[config.mk]
export PLATFORM = sky130hd
export DESIGN_NAME = control_block_free_list_allocator
export DESIGN_NICKNAME = d
export VERILOG_FILES = /design/src/rtl/core/cbfl_pkg.sv /design/src/rtl/core/cbfl_ram.sv /design/src/rtl/core/cbfl_div.sv /design/src/rtl/core/control_block_free_list_allocator.sv
export VERILOG_INCLUDE_DIRS = /design/src /design/src/rtl/core
export SDC_FILE = /design/constraint.sdc
export NUM_CORES = 2
export LEC_CHECK = 0
export ABC_AREA = 1
export BUFFER_PORTS_ARGS = -buffer_cell sky130_fd_sc_hd__buf_4
export CELL_PAD_IN_SITES_DETAIL_PLACEMENT = 1
export CELL_PAD_IN_SITES_GLOBAL_PLACEMENT = 1
export CORE_MARGIN = 5
export CORE_UTILIZATION = 35
export CTS_CLUSTER_SIZE = 16
export DETAILED_ROUTE_END_ITERATION = 12
export GPL_ROUTABILITY_DRIVEN = 0
export PLACE_DENSITY_LB_ADDON = 0.3
export SYNTH_ARGS = -nofsm -noshare
export SYNTH_HDL_FRONTEND = slang
export SYNTH_SLANG_ARGS = --single-unit
[constraint.sdc]
create_clock -name clk -period 29.3 [get_ports clk]
set_input_delay 5.86 -clock clk [delete_from_list [all_inputs] [get_ports clk]]
set_output_delay 5.86 -clock clk [all_outputs]
set_load 0.01 [all_outputs]
[src/rtl/core/control_block_free_list_allocator_defines.svh]
// Assertion macros shared by the control block allocator RTL.
// Needs a clock named clk and an active-high reset named rst in scope.
`ifndef CONTROL_BLOCK_FREE_LIST_ALLOCATOR_DEFINES_SVH
`define CONTROL_BLOCK_FREE_LIST_ALLOCATOR_DEFINES_SVH

// Same-cycle implication.
`define CBFL_ASSERT_NOW(label, ante, cons, msg) \
  label: assert property (@(posedge clk) disable iff (rst) (ante) |-> (cons)) \
    else $error(msg);

// Next-cycle implication.
`define CBFL_ASSERT_NEXT(label, ante, cons, msg) \
  label: assert property (@(posedge clk) disable iff (rst) (ante) |=> (cons)) \
    else $error(msg);

`endif

[src/rtl/core/cbfl_pkg.sv]
// Shared constants, codes and divider interface types for the
// control block allocator. No dependencies.
package cbfl_pkg;

  localparam int MAX_BLOCKS_DEF = 256;

  localparam int ADDR_W      = 32;
  localparam int BSIZE_W     = 13;
  localparam int PAGE_W      = 23;
  localparam int FUNC_W      = 2;
  localparam int CFG_IDX_W   = 1;
  localparam int OUT_TDATA_W = 56;

  localparam logic [ADDR_W-1:0]  POOL_BYTES  = 32'd4096;
  localparam logic [PAGE_W-1:0]  PAGE_BASE   = 23'h600000;
  localparam logic [BSIZE_W-1:0] BSIZE_RESET = 13'd16;

  // item function codes
  localparam logic [FUNC_W-1:0] FN_INIT  = 2'd0;
  localparam logic [FUNC_W-1:0] FN_ALLOC = 2'd1;
  localparam logic [FUNC_W-1:0] FN_FREE  = 2'd2;
  localparam logic [FUNC_W-1:0] FN_NONE  = 2'd3;

  // register indexes
  localparam logic [CFG_IDX_W-1:0] CFG_POOL_BASE  = 1'b0;
  localparam logic [CFG_IDX_W-1:0] CFG_BLOCK_SIZE = 1'b1;

  typedef struct packed {
    logic               start;
    logic [ADDR_W-1:0]  dividend;
    logic [BSIZE_W-1:0] divisor;
  } div_req_t;

  typedef struct packed {
    logic              busy;
    logic              done;
    logic [ADDR_W-1:0] quotient;
  } div_rsp_t;

endpackage

[src/rtl/core/cbfl_ram.sv]
// Generic single-write, single-read synchronous RAM, registered read.
// No dependencies.
module cbfl_ram #(
  parameter int WIDTH = 8,
  parameter int DEPTH = 256
) (
  input  logic                     clk,
  input  logic                     we,
  input  logic [$clog2(DEPTH)-1:0] waddr,
  input  logic [WIDTH-1:0]         wdata,
  input  logic [$clog2(DEPTH)-1:0] raddr,
  output logic [WIDTH-1:0]         rdata
);

  logic [WIDTH-1:0] mem [DEPTH];

  always_ff @(posedge clk) begin
    if (we) begin
      mem[waddr] <= wdata;
    end
    rdata <= mem[raddr];
  end

endmodule

[src/rtl/core/cbfl_div.sv]
// Restoring divider for a 32-bit dividend, one quotient bit per cycle.
// Depends on cbfl_pkg and the allocator defines header.
`include "control_block_free_list_allocator_defines.svh"

module cbfl_div (
  input  logic               clk,
  input  logic               rst,
  input  cbfl_pkg::div_req_t req,
  output cbfl_pkg::div_rsp_t rsp
);

  import cbfl_pkg::*;

  localparam int CNT_W = $clog2(ADDR_W);
  localparam logic [CNT_W-1:0] LAST_STEP = CNT_W'(ADDR_W - 1);

  logic               busy;
  logic               done;
  logic [CNT_W-1:0]   cnt;
  logic [BSIZE_W-1:0] rem;
  logic [BSIZE_W-1:0] dsor;
  logic [ADDR_W-1:0]  quo;

  logic [BSIZE_W:0]   trial;
  logic               fits;

  assign trial = {rem, quo[ADDR_W-1]};
  assign fits  = trial >= {1'b0, dsor};

  always_ff @(posedge clk) begin
    if (rst) begin
      busy <= 1'b0;
      done <= 1'b0;
      cnt  <= '0;
    end else begin
      done <= 1'b0;
      if (req.start && !busy) begin
        busy <= 1'b1;
        cnt  <= '0;
      end else if (busy) begin
        cnt <= cnt + 1'b1;
        if (cnt == LAST_STEP) begin
          busy <= 1'b0;
          done <= 1'b1;
        end
      end
    end
  end

  // datapath, no reset
  always_ff @(posedge clk) begin
    if (req.start && !busy) begin
      rem  <= '0;
      dsor <= req.divisor;
      quo  <= req.dividend;
    end else if (busy) begin
      rem <= fits ? BSIZE_W'(trial - {1'b0, dsor}) : trial[BSIZE_W-1:0];
      quo <= {quo[ADDR_W-2:0], fits};
    end
  end

  assign rsp.busy     = busy;
  assign rsp.done     = done;
  assign rsp.quotient = quo;

  `CBFL_ASSERT_NOW(a_div_done_after_busy, done, $past(busy), "divider done without a run")
  `CBFL_ASSERT_NOW(a_div_no_restart, req.start, !busy, "divider started while busy")

endmodule

[src/rtl/core/control_block_free_list_allocator.sv]
// Control block allocator top level: handshakes, sequencer, registers.
// Depends on cbfl_pkg, cbfl_ram, cbfl_div and the allocator defines header.
//
// Usage
//   Input items arrive on s_axis: tuser = func (0 init, 1 alloc, 2 free),
//   tdata = block_address (used by free only). Each item gives exactly one
//   result on m_axis: tuser = ok, tdata = granted_address, page_address.
//   Registers pool_base (index 0) and block_size (index 1) are written on
//   the cfg channel, which is always ready; write them only while idle.
// Sequence per item, one item in flight
//   alloc: one next-pointer RAM read, then the result.
//   free:  waits on the 32-step bit-serial divider that
//          turns the address offset into a block index.
//   init:  the divide for 4096 / block_size,
//          then a sweep that rewrites one next-pointer entry per cycle;
//          a zero block size skips the divide.
//   Unknown func, failed alloc, free with zero size: straight to the result, ok = 0.
// Reset
//   rst sets pool_base to 0 and block_size to 16 and starts the same chain
//   sweep as init, during which s_axis_tready is low. No result.
// Stalls
//   A finished result sits in the output register; the next item may be
//   accepted and worked on meanwhile, and waits in its last state until
//   m_axis_tready frees the register.
`include "control_block_free_list_allocator_defines.svh"

module control_block_free_list_allocator #(
  parameter int MAX_BLOCKS = cbfl_pkg::MAX_BLOCKS_DEF
) (
  input  logic                                clk,
  input  logic                                rst,
  // input items
  input  logic                                s_axis_tvalid,
  output logic                                s_axis_tready,
  input  logic [cbfl_pkg::ADDR_W-1:0]         s_axis_tdata,  // [31:0] block_address
  input  logic [cbfl_pkg::FUNC_W-1:0]         s_axis_tuser,  // [1:0] func
  // result items
  output logic                                m_axis_tvalid,
  input  logic                                m_axis_tready,
  output logic [cbfl_pkg::OUT_TDATA_W-1:0]    m_axis_tdata,  // [31:0] granted_address,
                                                             // [54:32] page_address, [55] 0
  output logic                                m_axis_tuser,  // [0] ok
  // register writes
  input  logic                                cfg_valid,
  output logic                                cfg_ready,
  input  logic [cbfl_pkg::CFG_IDX_W-1:0]      cfg_index,
  input  logic [cbfl_pkg::ADDR_W-1:0]         cfg_data
);

  import cbfl_pkg::*;

  localparam int IDX_W = $clog2(MAX_BLOCKS);
  localparam logic [IDX_W-1:0]  LAST_IDX = IDX_W'(MAX_BLOCKS - 1);
  localparam logic [ADDR_W-1:0] MAX_Q    = ADDR_W'(MAX_BLOCKS);

  localparam logic [2:0] S_SWEEP = 3'd0;
  localparam logic [2:0] S_IDLE  = 3'd1;
  localparam logic [2:0] S_ALLOC = 3'd2;
  localparam logic [2:0] S_DIV   = 3'd3;
  localparam logic [2:0] S_DONE  = 3'd4;

  logic [2:0]         state;
  logic [IDX_W-1:0]   sweep_cnt;
  logic               sweep_reply;   // sweep came from an init item
  logic [FUNC_W-1:0]  cur_func;
  logic [IDX_W-1:0]   top_index;
  logic [IDX_W-1:0]   sentinel_index;
  logic [ADDR_W-1:0]  pool_base;
  logic [BSIZE_W-1:0] block_size;

  logic               res_ok;
  logic [ADDR_W-1:0]  res_granted;
  logic [PAGE_W-1:0]  res_page;

  logic               accept;
  logic               out_free;
  logic               bs_zero;
  logic               q_in_range;
  logic [IDX_W-1:0]   q_idx;
  logic [IDX_W-1:0]   init_sentinel;
  logic [IDX_W+BSIZE_W-1:0] blk_offset;

  logic               mem_we;
  logic [IDX_W-1:0]   mem_waddr;
  logic [IDX_W-1:0]   mem_wdata;
  logic [IDX_W-1:0]   mem_rdata;

  div_req_t           div_req;
  div_rsp_t           div_rsp;

  assign s_axis_tready = (state == S_IDLE);
  assign accept        = s_axis_tvalid && s_axis_tready;
  assign out_free      = !m_axis_tvalid || m_axis_tready;
  assign cfg_ready     = 1'b1;
  assign bs_zero       = (block_size == '0);

  // divider: free offset / block_size, or pool bytes / block_size for init
  assign div_req.start    = accept && !bs_zero &&
                            (s_axis_tuser == FN_FREE || s_axis_tuser == FN_INIT);
  assign div_req.dividend = (s_axis_tuser == FN_INIT) ? POOL_BYTES
                                                      : s_axis_tdata - pool_base;
  assign div_req.divisor  = block_size;

  assign q_in_range = div_rsp.quotient < MAX_Q;
  assign q_idx      = div_rsp.quotient[IDX_W-1:0];

  // N = 4096 / block_size, capped to MAX_BLOCKS and raised to 1
  always_comb begin
    if (!q_in_range) begin
      init_sentinel = LAST_IDX;
    end else if (div_rsp.quotient == '0) begin
      init_sentinel = '0;
    end else begin
      init_sentinel = q_idx - 1'b1;
    end
  end

  // block offset of the current top, for the granted address
  assign blk_offset = {{BSIZE_W{1'b0}}, top_index} * {{IDX_W{1'b0}}, block_size};

  // next-pointer RAM writes: chain sweep, or a push on free
  always_comb begin
    mem_we    = 1'b0;
    mem_waddr = sweep_cnt;
    mem_wdata = (sweep_cnt == LAST_IDX) ? '0 : sweep_cnt + 1'b1;
    if (state == S_SWEEP) begin
      mem_we = 1'b1;
    end else if (state == S_DIV && div_rsp.done && cur_func == FN_FREE && q_in_range) begin
      mem_we    = 1'b1;
      mem_waddr = q_idx;
      mem_wdata = top_index;
    end
  end

  cbfl_ram #(
    .WIDTH (IDX_W),
    .DEPTH (MAX_BLOCKS)
  ) u_next_ram (
    .clk   (clk),
    .we    (mem_we),
    .waddr (mem_waddr),
    .wdata (mem_wdata),
    .raddr (top_index),
    .rdata (mem_rdata)
  );

  cbfl_div u_div (
    .clk (clk),
    .rst (rst),
    .req (div_req),
    .rsp (div_rsp)
  );

  // configuration registers
  always_ff @(posedge clk) begin
    if (rst) begin
      pool_base  <= '0;
      block_size <= BSIZE_RESET;
    end else if (cfg_valid && cfg_ready) begin
      unique case (cfg_index)
        CFG_POOL_BASE:  pool_base  <= cfg_data;
        CFG_BLOCK_SIZE: block_size <= cfg_data[BSIZE_W-1:0];
        default: ;
      endcase
    end
  end

  // sequencer
  always_ff @(posedge clk) begin
    if (rst) begin
      state          <= S_SWEEP;
      sweep_cnt      <= '0;
      sweep_reply    <= 1'b0;
      top_index      <= '0;
      sentinel_index <= LAST_IDX;
      cur_func       <= FN_NONE;
    end else begin
      unique case (state)
        S_SWEEP: begin
          sweep_cnt <= sweep_cnt + 1'b1;
          if (sweep_cnt == LAST_IDX) begin
            sweep_cnt <= '0;
            state     <= sweep_reply ? S_DONE : S_IDLE;
          end
        end
        S_IDLE: begin
          if (accept) begin
            cur_func <= s_axis_tuser;
            unique case (s_axis_tuser)
              FN_INIT: begin
                if (bs_zero) begin
                  sentinel_index <= LAST_IDX;
                  top_index      <= '0;
                  sweep_reply    <= 1'b1;
                  state          <= S_SWEEP;
                end else begin
                  state <= S_DIV;
                end
              end
              FN_ALLOC: state <= (top_index == sentinel_index) ? S_DONE : S_ALLOC;
              FN_FREE:  state <= bs_zero ? S_DONE : S_DIV;
              default:  state <= S_DONE;
            endcase
          end
        end
        S_ALLOC: begin
          top_index <= mem_rdata;   // pop
          state     <= S_DONE;
        end
        S_DIV: begin
          if (div_rsp.done) begin
            if (cur_func == FN_INIT) begin
              sentinel_index <= init_sentinel;
              top_index      <= '0;
              sweep_reply    <= 1'b1;
              state          <= S_SWEEP;
            end else begin
              if (q_in_range) begin
                top_index <= q_idx;   // push
              end
              state <= S_DONE;
            end
          end
        end
        S_DONE: begin
          if (out_free) begin
            state <= S_IDLE;
          end
        end
        default: state <= S_IDLE;
      endcase
    end
  end

  // result staging, no reset
  always_ff @(posedge clk) begin
    unique case (state)
      S_IDLE: begin
        res_ok      <= 1'b0;
        res_granted <= '0;
        res_page    <= '0;
      end
      S_ALLOC: begin
        res_ok      <= 1'b1;
        res_granted <= pool_base + ADDR_W'(blk_offset);
        res_page    <= PAGE_BASE + PAGE_W'({top_index, 12'h000});
      end
      S_DIV: begin
        if (div_rsp.done) begin
          res_ok <= (cur_func == FN_INIT) || q_in_range;
        end
      end
      S_SWEEP: begin
        res_ok <= 1'b1;
      end
      default: ;
    endcase
  end

  // output register
  always_ff @(posedge clk) begin
    if (rst) begin
      m_axis_tvalid <= 1'b0;
    end else if (state == S_DONE && out_free) begin
      m_axis_tvalid <= 1'b1;
    end else if (m_axis_tready) begin
      m_axis_tvalid <= 1'b0;
    end
  end

  always_ff @(posedge clk) begin
    if (state == S_DONE && out_free) begin
      m_axis_tuser <= res_ok;
      m_axis_tdata <= {1'b0, res_page, res_granted};
    end
  end

  `CBFL_ASSERT_NEXT(a_one_in_flight, accept, !s_axis_tready, "item accepted while busy")
  `CBFL_ASSERT_NOW(a_idle_div_quiet, s_axis_tready, !div_rsp.busy, "ready while dividing")
  `CBFL_ASSERT_NEXT(a_done_loads_out, state == S_DONE && out_free, m_axis_tvalid, "result lost")
  `CBFL_ASSERT_NOW(a_empty_alloc, state == S_DONE && cur_func == FN_ALLOC && !res_ok,
    top_index == sentinel_index, "failed alloc with free blocks left")

endmodule

==> run_results.csv <==
group,metric,value,unit
clock_tree,cts_setup_buffers,0,
logic_synthesis,ys_seq_area_share,68.2,%
worst_setup_path,critPathCaptureType,"primary output",
drt,via_per_inst,5.36,
global_routing,track_usage,20.7,%
global_routing,grt_use_met1,28.1,%
floorplanning,fp.dieW,541,um
worst_hold_path,hp-class,"reg -> reg",
worst_setup_path,arrival,2.00,ns
logic_synthesis,synth_top_cell_by_area,"edfxtp_1",
logic_synthesis,synth_cell_types,43,
clock_tree,worstSkewPairLatency,0.89,ns
drt,wl_per_cell,24.3,um
global_routing,grt_pass1_vias,70837,
placed_design,post-dp-hpwl,185000,um
worst_setup_path,rrSetupSlack,22.60,ns
floorplanning,coreArea,282000,sq um
logic_synthesis,syn-instance-count,9014,
timing,setup_tns,0,ns
logic_synthesis,synth_top_flop_cell,"edfxtp_1",
worst_hold_path,hold_start,"res_granted[28]$_SDFFCE_PP0P_",
drt,dr.pass1.iters,5,
clock_tree,cts_resized,0,
timing,finalCriticalPeriod,7.86,ns
clock_tree,htreeDepth,4,
global_routing,grt_util_met3,2.75,%
worst_setup_path,crit_family,"buffers and inverters",
global_routing,overflow,0,
outcome,outcome,"complete, no violations",
worst_setup_path,start_kind,"flip-flop",
timing,slew_headroom,23.4,%
worst_setup_path,slowest_delay,0.37,ns
logic_synthesis,async_flop_share,0,%
logic_synthesis,synthesis.area,98800,sq um
power,leakage,40.0,nW
worst_hold_path,whs_path_depth,0,
timing,clock_skew,0.0492,ns
timing,setup_violations,0,
floorplanning,die_h,541,um
final_layout,drive_above_1_share,6.79,%
global_routing,grt_pass1_wl,463000,um
placed_design,io_buffers,116,
power,power.density,89.8,nW/um^2
drt,ant_nets,0,
logic_synthesis,synth_area_per_cell,11.0,sq um
clock_tree,cts.reportedPaths.clkPinSlew,0.06,ns
worst_setup_path,path_max_fanout,7,
logic_synthesis,synth_most_common_cell,"nand2_1",
floorplanning,fp-row-count,195,
timing,rsz0062_at_grt,"no",
job,cap_violations,0,
timing,slew_violations,0,
final_layout,area_growth,12.0,%
floorplanning,floorplan.initialDensity,35.1,%
floorplanning,dieArea,293000,sq um
worst_hold_path,hold-path-endpoint,"m_axis_tdata[28]$_DFFE_PP_",
logic_synthesis,synth_top_cell_area_share,66.1,%
clock_tree,cts_tree,"yes",
power,peakVddDrop,0.0678,mV
global_routing,grt_max_degree,184,
logic_synthesis,ys_ff_latch,2281,
worst_setup_path,slowest_stage,"dfxtp_1",
worst_setup_path,regToRegEndpoint,"res_granted[27]$_SDFFCE_PP0P_",
worst_setup_path,r2r.worst_path.cells,22,
worst_setup_path,crit_top_cell,"inv_1",
logic_synthesis,synth_edf_count,2177,
drt,wl,312000,um
timing,tightest_slew,1.15,ns
final_layout,final_nets,9174,
timing,timing.fmax,0.127,GHz
worst_setup_path,critical_path_buf_inv_count,3,
drt,via_count,68901,
timing,timing.final.crit_share,26.8,%
worst_setup_path,worstPathCellList,"inv_1 -> nor2_2 -> nand2_1 -> inv_1 -> buf_4",
clock_tree,numCtsBuffers,238,
floorplanning,pin_count,132,
global_routing,use_met2,34.7,%
clock_tree,postCtsHoldBufs,0,
logic_synthesis,synth_commonest_cells,"nand2_1 (2544), edfxtp_1 (2177), nand3_1 (2085)",
worst_setup_path,cp_data_required_time,23.44,ns
global_routing,grt.busiest_layer,"met2",
clock_tree,cts_buffer_depth,4,
timing,finalHoldViolCount,0,
clock_tree,clkSinkCount,2281,
drt,drt_iter0_markers,5959,
global_routing,grt_antenna_before_repair,8,
logic_synthesis,synth_warnings,0,
logic_synthesis,yosys-top-cells-area,"edfxtp_1 (66%), nand3_1 (11%), nand2_1 (9.7%)",
clock_tree,cts_root_buf,"clkbuf_16",
worst_setup_path,reg2reg_from,"top_index[2]$_SDFFE_PP0P_",
power,fin_total_pwr,9.94,mW
drt,drc,0,
worst_setup_path,critPathKind,"reg -> out",
-- state kept, by name, indices dropped and copies added (netlist names), 2 cells and up --
name / flops
top_index: 8
cur_func: 2
sweep_cnt: 8
sentinel_index: 8
res_page: 9
res_granted: 32
u_div.cnt: 5
pool_base: 32
u_div.dsor: 13
block_size: 13
m_axis_tdata: 41
u_next_ram.mem: 2048
u_div.rem: 13
state: 3
u_div.quo: 32
u_next_ram.rdata: 8
-- cell families (layout without fill, tap and decap cells) --
logic type	Yosys count	count (layout)	share of synthesized area, %
and+or+nand+nor	5166	5166	22.5
DFF	2281	2281	68.2
buffers and inverters	942	1031	3.79
AOI/OAI and AO/OA	415	415	2.24
adders and majority gates	181	181	2.95
xor gates and xnor gates	27	27	0.239
other	2	20	0.00760
-- through the flow --
stage	setup WS (ns)	cells	area, sq um	hold slack [ns]	utilization, %
floorplan	15.86	9027	98900	0.400	-
global placement	20.70	12424	103000	0.404	36.6
detailed placement	20.67	12424	103000	0.406	36.6
CTS	21.39	12859	111000	0.402	39.3
global route	21.27	12860	111000	0.418	39.3
finish	21.44	12864	111000	0.405	39.3
-- where the power goes --
part / internal, mW / switching, mW / total (mW)
clock network: 1.72 / 1.28 / 2.99
registers: 4.04 / 0.0996 / 4.14
logic: 0.609 / 2.20 / 2.81
-- worst max path at each step --
stage / start / endpoint / slack (ns) / depth (start not counted)
floorplan: u_div.quo[31]$_DFFE_PP_ / u_next_ram.mem[0][1]$_DFFE_PP_ / 15.86 / 9
global placement: s_axis_tvalid / u_div.quo[13]$_DFFE_PP_ / 20.70 / 12
detailed placement: s_axis_tvalid / u_div.quo[3]$_DFFE_PP_ / 20.67 / 8
CTS: state[0]$_SDFFE_PP0P_ / s_axis_tready / 21.39 / 5
global route: s_axis_tvalid / u_div.quo[13]$_DFFE_PP_ / 21.27 / 12
finish: state[0]$_SDFFE_PP0P_ / s_axis_tready / 21.44 / 5
-- layout by cell type (no fill, tap or decap), types with 40 or more instances in the layout --
cell          n
clkinv_2     40
inv_1       365
buf_4       204
fa_1         87
nand2_1    2540
clkbuf_16   241
ha_1         94
edfxtp_1   2177
dfxtp_1      98
clkinv_1     62
nand3_1    2085
clkbuf_1     60
a21oi_1     187
o21ai_0     166
nor2_1      436
-- per-layer routing --
metal | vias up | wire, um
met5 | - | 13
met4 | 2 | 8830
met3 | 437 | 18400
met2 | 2059 | 150000
met1 | 35270 | 135000
li1 | 31133 | -
-- cell type report --
class / count / area (sq um)
fill: 30566 / 171000
clock buffer: 302 / 6270
inverter: 381 / 1460
antenna: 5 / 12.5
tap: 3743 / 4680
timing repair buffer: 215 / 1750
sequential: 2281 / 67500
clock inverter: 133 / 1300
multi-input combinational: 5804 / 27800
Note: power is estimated with default switching activity, not from simulation.
